`src/sv/lppd_pkg.sv`:
```
`default_nettype none

package lppd_pkg;

   localparam int DIST_WIDTH = 24;

   // travels with every item down the pipeline
   typedef struct packed {
      logic valid;
      logic parallel;
   } lppd_ctl_type;

endpackage

`default_nettype wire

```
`src/sv/lppd_div.sv`:
```
`default_nettype none

module lppd_div import lppd_pkg::*; #(
   parameter int NUMW = 53,
   parameter int DENW = 34
) (
   input  wire logic                  clock,
   input  wire logic                  reset,
   input  wire logic                  en,
   input  wire lppd_ctl_type          in_ctl,
   input  wire logic [NUMW-1:0]       in_num,
   input  wire logic [DENW-1:0]       in_den,
   output lppd_ctl_type               out_ctl,
   output logic      [DIST_WIDTH-1:0] out_quot,
   output logic                       out_sat
);

   localparam int TW = (NUMW > DENW + DIST_WIDTH) ? NUMW : DENW + DIST_WIDTH;
   localparam int NS = DIST_WIDTH + 1;

   lppd_ctl_type          ctl_ff [NS];
   logic [TW-1:0]         rem_ff [NS];
   logic [DENW-1:0]       den_ff [NS];
   logic [DIST_WIDTH-1:0] quo_ff [NS];
   logic                  sat_ff [NS];

   // first stage: quotient too large for the output
   always_ff @(posedge clock) begin
      if (reset) begin
         ctl_ff[0] <= '0;
      end else if (en) begin
         ctl_ff[0] <= in_ctl;
      end
   end

   always_ff @(posedge clock) begin
      if (en) begin
         rem_ff[0] <= TW'(in_num);
         den_ff[0] <= in_den;
         quo_ff[0] <= '0;
         sat_ff[0] <= (TW'(in_num) >= (TW'(in_den) << DIST_WIDTH));
      end
   end

   // one quotient bit per stage, msb first
   for (genvar j = 1; j < NS; j++) begin : g_stage
      logic [TW-1:0] trial;
      logic          ge;

      assign trial = TW'(den_ff[j-1]) << (DIST_WIDTH - j);
      assign ge    = (rem_ff[j-1] >= trial);

      always_ff @(posedge clock) begin
         if (reset) begin
            ctl_ff[j] <= '0;
         end else if (en) begin
            ctl_ff[j] <= ctl_ff[j-1];
         end
      end

      always_ff @(posedge clock) begin
         if (en) begin
            rem_ff[j] <= ge ? (rem_ff[j-1] - trial) : rem_ff[j-1];
            den_ff[j] <= den_ff[j-1];
            quo_ff[j] <= {quo_ff[j-1][DIST_WIDTH-2:0], ge};
            sat_ff[j] <= sat_ff[j-1];
         end
      end
   end

   assign out_ctl  = ctl_ff[NS-1];
   assign out_quot = quo_ff[NS-1];
   assign out_sat  = sat_ff[NS-1];

endmodule

`default_nettype wire

```
`config.mk`:
```
export PLATFORM = sky130hd
export DESIGN_NAME = lppd_div
export DESIGN_NICKNAME = d
export VERILOG_FILES = /design/src/sv/lppd_pkg.sv /design/src/sv/lppd_div.sv
export SDC_FILE = /design/constraint.sdc
export NUM_CORES = 2
export LEC_CHECK = 0
export CAP_MARGIN = 30
export CORE_ASPECT_RATIO = 1.2
export CORE_MARGIN = 2
export CORE_UTILIZATION = 50
export DETAILED_ROUTE_END_ITERATION = 7
export DONT_BUFFER_PORTS = 1
export GPL_TIMING_DRIVEN = 0
export PLACE_DENSITY = 0.69
export REMOVE_ABC_BUFFERS = 1
export SLEW_MARGIN = 20
export SYNTH_ARGS = -nofsm -noshare
export SYNTH_HDL_FRONTEND = slang
export SYNTH_SLANG_ARGS = --single-unit
```
`constraint.sdc`:
```
create_clock -name clock -period 4.21 [get_ports clock]
set_input_delay 0.421 -clock clock [delete_from_list [all_inputs] [get_ports clock]]
set_output_delay 0.421 -clock clock [all_outputs]
set_load 0.02 [all_outputs]
```
==> flow_metrics.tcl <==
set metrics [dict create \
    grt_pass1_wl_um 565000 \
    rsz0062_at_grt "true" \
    layout_commonest_cell "edfxtp_1" \
    dpl_cell_area_mm2 0.144 \
    ys_seq_elements 2578 \
    violations "negative setup slack" \
    max-vdd-ir-drop_mv 0.405 \
    std_cell_rows 212 \
    max_freq_mhz 229 \
    drive_gt1_share_pct 9.47 \
    switching_power_uw 39900 \
    post-route-period-util_pct 104 \
    vias 96300 \
    synth_cells 12400 \
    critPathMostFrequentCell "and3_4" \
    antenna_left 0 \
    placedCellCount 15700 \
    via_per_inst 5.84 \
    synth_area_mm2 0.139 \
    power_density_mw_per_mm2 677 \
    slew_viol_final 0 \
    cts.sinks 2578 \
    p_seq_share_pct 36.5 \
    hpwlAfterDp_um 283000 \
    dieWidth_um 486 \
    final_cells 16500 \
    gr-total-overflow 0 \
    route.detailed.drc 0 \
    status "complete, but fails checks" \
    port_buffers 0 \
    die_h_um 582 \
    skew_ps 86.7 \
    tightest_slew_ps 1180 \
    crit_path_end_kind "flop" \
    critPathMaxStageDelay_ps 530 \
    drt-total-wl_um 381000 \
    insertion_delay_ps 900 \
    layout_common_cells "2578 x edfxtp_1, 1034 x inv_1, 1025 x a21oi_1, 949 x nand2_1, 797 x ha_1" \
    antenna_found_initial 10 \
    start_util_pct 50.2 \
    grt_pass1_vias 102000 \
    area_growth_syn_to_layout_pct 13.3 \
    p_int_uw 66900 \
    core_mm2 0.277 \
    synthDistinctLibCells 89 \
    post_drt_wl_per_cell_um 23.1 \
    hold_path_class "input pin to flop" \
    ys_warn_count 0 \
    critPathTopFamily "simple AND/OR/NAND/NOR gates" \
    setup_viol 16 \
    worstPathCellList "ha_4 -> or4bb_4 -> nor4_4 -> buf_6 -> nand4_1 -> and3_4 -> and3_4 -> a21o_4 -> or2_4 -> or3_4 -> or4_4 -> xnor2_1" \
    slowest_stage "or4bb_4" \
    path_clk_slew_ps 60 \
    switching_share_pct 37.4 \
    gp_congestion 1.02 \
    seq_area_frac_synth_pct 55.6 \
    fin_area_mm2 0.158 \
    tritoncts.num_buffers 286 \
    power.leakage_uw 0.0607 \
    drt-pass1-iter-count 8 \
    synth.avg_cell_area_um2 11.2 \
    cap_violations 0 \
    worst_slack_ps -151 \
    hold_viol 0 \
    drt_iter0_drc 5149 \
    io-pin-count 119 \
    max_slew_margin_pct 21.0 \
    place_ws_ps -1730 \
    critPathKind "flop to flop" \
    cts-root-buf "clkbuf_16" \
    p_comb_share_pct 41.2 \
    clockPowerShare_pct 22.3 \
    start_kind "flop" \
    fin_nets 13600 \
    cp_max_fo 4 \
    synth_top_flop_cell "edfxtp_1" \
    worstPathRequired_ps 4790 \
    ctsHtreeMaxLevel 5 \
    post-route-min-period_ps 4360 \
    grt_use_total_pct 26.2 \
    dieArea_mm2 0.283 \
    holdWs_ps 40.5 \
    cp.buffers_inverters 1 \
    synth_edf_count 2578 \
    n_fill_cell 22400 \
    cts_tree "yes" \
    ctsLongestPathBuffers 4 \
    crit_arrival_ps 4940 \
    grt_max_degree 234 \
    synthArstFlopShare_pct 0 \
]
==> worst register-to-register path: cells and delay by family, from the launching register on <==
| kind | cells | cell delay [ps] |
|---|---|---|
| and+or+nand+nor | 8 | 2730 |
| DFF | 1 | 440 |
| adders and majority gates | 1 | 300 |
| buffers and inverters | 1 | 230 |
| AOI/OAI and AO/OA | 1 | 220 |
| xor gates and xnor gates | 1 | 140 |
==> worst paths after layout <==
path	start	endpoint	slack (ps)	depth (start not counted)
worst max-delay path	rem_ff[2][67]	rem_ff[2][172]	-150	12
worst min-delay path	en	den_ff[0][60]	40	1
worst max register to register	rem_ff[2][67]	rem_ff[2][172]	-150	12
worst min register to register	den_ff[0][74]	den_ff[0][108]	400	0
==> power by group through the flow <==
stage / sequential (µW) / combinational (µW) / clock [µW]
4_1_cts: 38900 / 42600 / 24300
3_5_place_dp: 39400 / 41100 / 0
5_1_grt: 39600 / 47900 / 25300
2_1_floorplan: 38200 / 29400 / 0
6_report: 39100 / 44000 / 23800
3_3_place_gp: 39300 / 39600 / 0
==> flip-flops by register name (all words and copies together) (netlist names) <==
name	flops
quo_ff	300
rem_ff	1387
ctl_ff	50
sat_ff	25
den_ff	816
==> cells in the mapped netlist (21+ instances only) <==
cell	count	share of area, %
or3_1	79	0.36
a211oi_1	91	0.49
o21a_1	112	0.60
clkbuf_1	336	0.91
a21oi_1	1051	3.8
xor2_1	434	2.7
fa_1	23	0.33
edfxtp_1	2578	56
a2111oi_0	31	0.20
or2_2	53	0.24
o21ai_0	795	2.9
a31oi_1	95	0.43
a41oi_1	23	0.14
inv_1	1044	2.8
mux2_2	131	1.1
and3_1	89	0.40
nor3b_1	27	0.15
ha_1	841	7.6
nand3_1	223	0.80
nor4_1	156	0.70
a31o_2	24	0.15
a221oi_1	26	0.16
a211o_1	24	0.15
o21bai_1	96	0.52
o31ai_1	68	0.37
o31a_1	24	0.15
nor3_1	213	0.77
nor2_1	756	2.0
a21o_1	406	2.2
nand4b_1	21	0.13
and4_1	27	0.17
a21boi_0	28	0.15
or4_1	65	0.35
nand3b_1	31	0.17
nand4_1	196	0.88
and2_1	87	0.39
xnor2_1	510	3.2
buf_1	29	0.078
nor4b_1	31	0.20
nand2b_1	128	0.58
nand2_1	955	2.6
nor2b_1	102	0.46
o211ai_1	66	0.36
==> cell families after synthesis <==
family          Yosys count  share of synthesized area [%]
simple gates           3283                           11.6
compound gates         3148                           13.9
flops                  2578                           55.6
buf+inv                1422                           3.85
xor+xnor                944                           5.94
fa+ha+maj               864                           7.89
mux                     142                           1.14
==> what timing repair did <==
item | in CTS | in global routing
setup buffers | 76 | 60
gates resized for setup | 325 | 155
setup endpoints to repair | 881 | 275
hold buffers | 93 | 0
endpoints found under the hold margin | 217 | 0
pin swaps | 69 | 71
gates cloned | 8 | 8
==> per-layer routing <==
metal	global-route usage (%)	part of all wire (%)	wire, µm	vias up
met5	0	0.0037	14	-
met4	24.7	12	44200	2
met3	2.89	2.8	10500	1364
met2	55.6	58	223000	2560
met1	18.7	27	103000	46100
li1	-	-	-	46300
==> metrics by stage <==
step | utilization (%) | power (µW) | setup TNS, ps
detailed placement | 52.0 | 80500 | -369450
CTS | 56.3 | 106000 | -191
global placement | 51.3 | 78900 | -3180480
finish | 56.9 | 107000 | -831
global route | 56.9 | 113000 | -235
floorplan | - | 67600 | -499220
==> cell type report <==
class | instances | area [µm²] | share of cell area [%]
clock inverter | 138 | 1130 | 0.718
tap | 3638 | 4550 | 2.88
antenna | 15 | 37.5 | 0.0238
clock buffer | 357 | 7590 | 4.81
timing repair buffer | 331 | 3840 | 2.43
multi-input combinational | 8389 | 59200 | 37.5
sequential | 2578 | 77400 | 49.1
inverter | 1046 | 4000 | 2.54
Note: power is estimated with default switching activity, not from simulation.
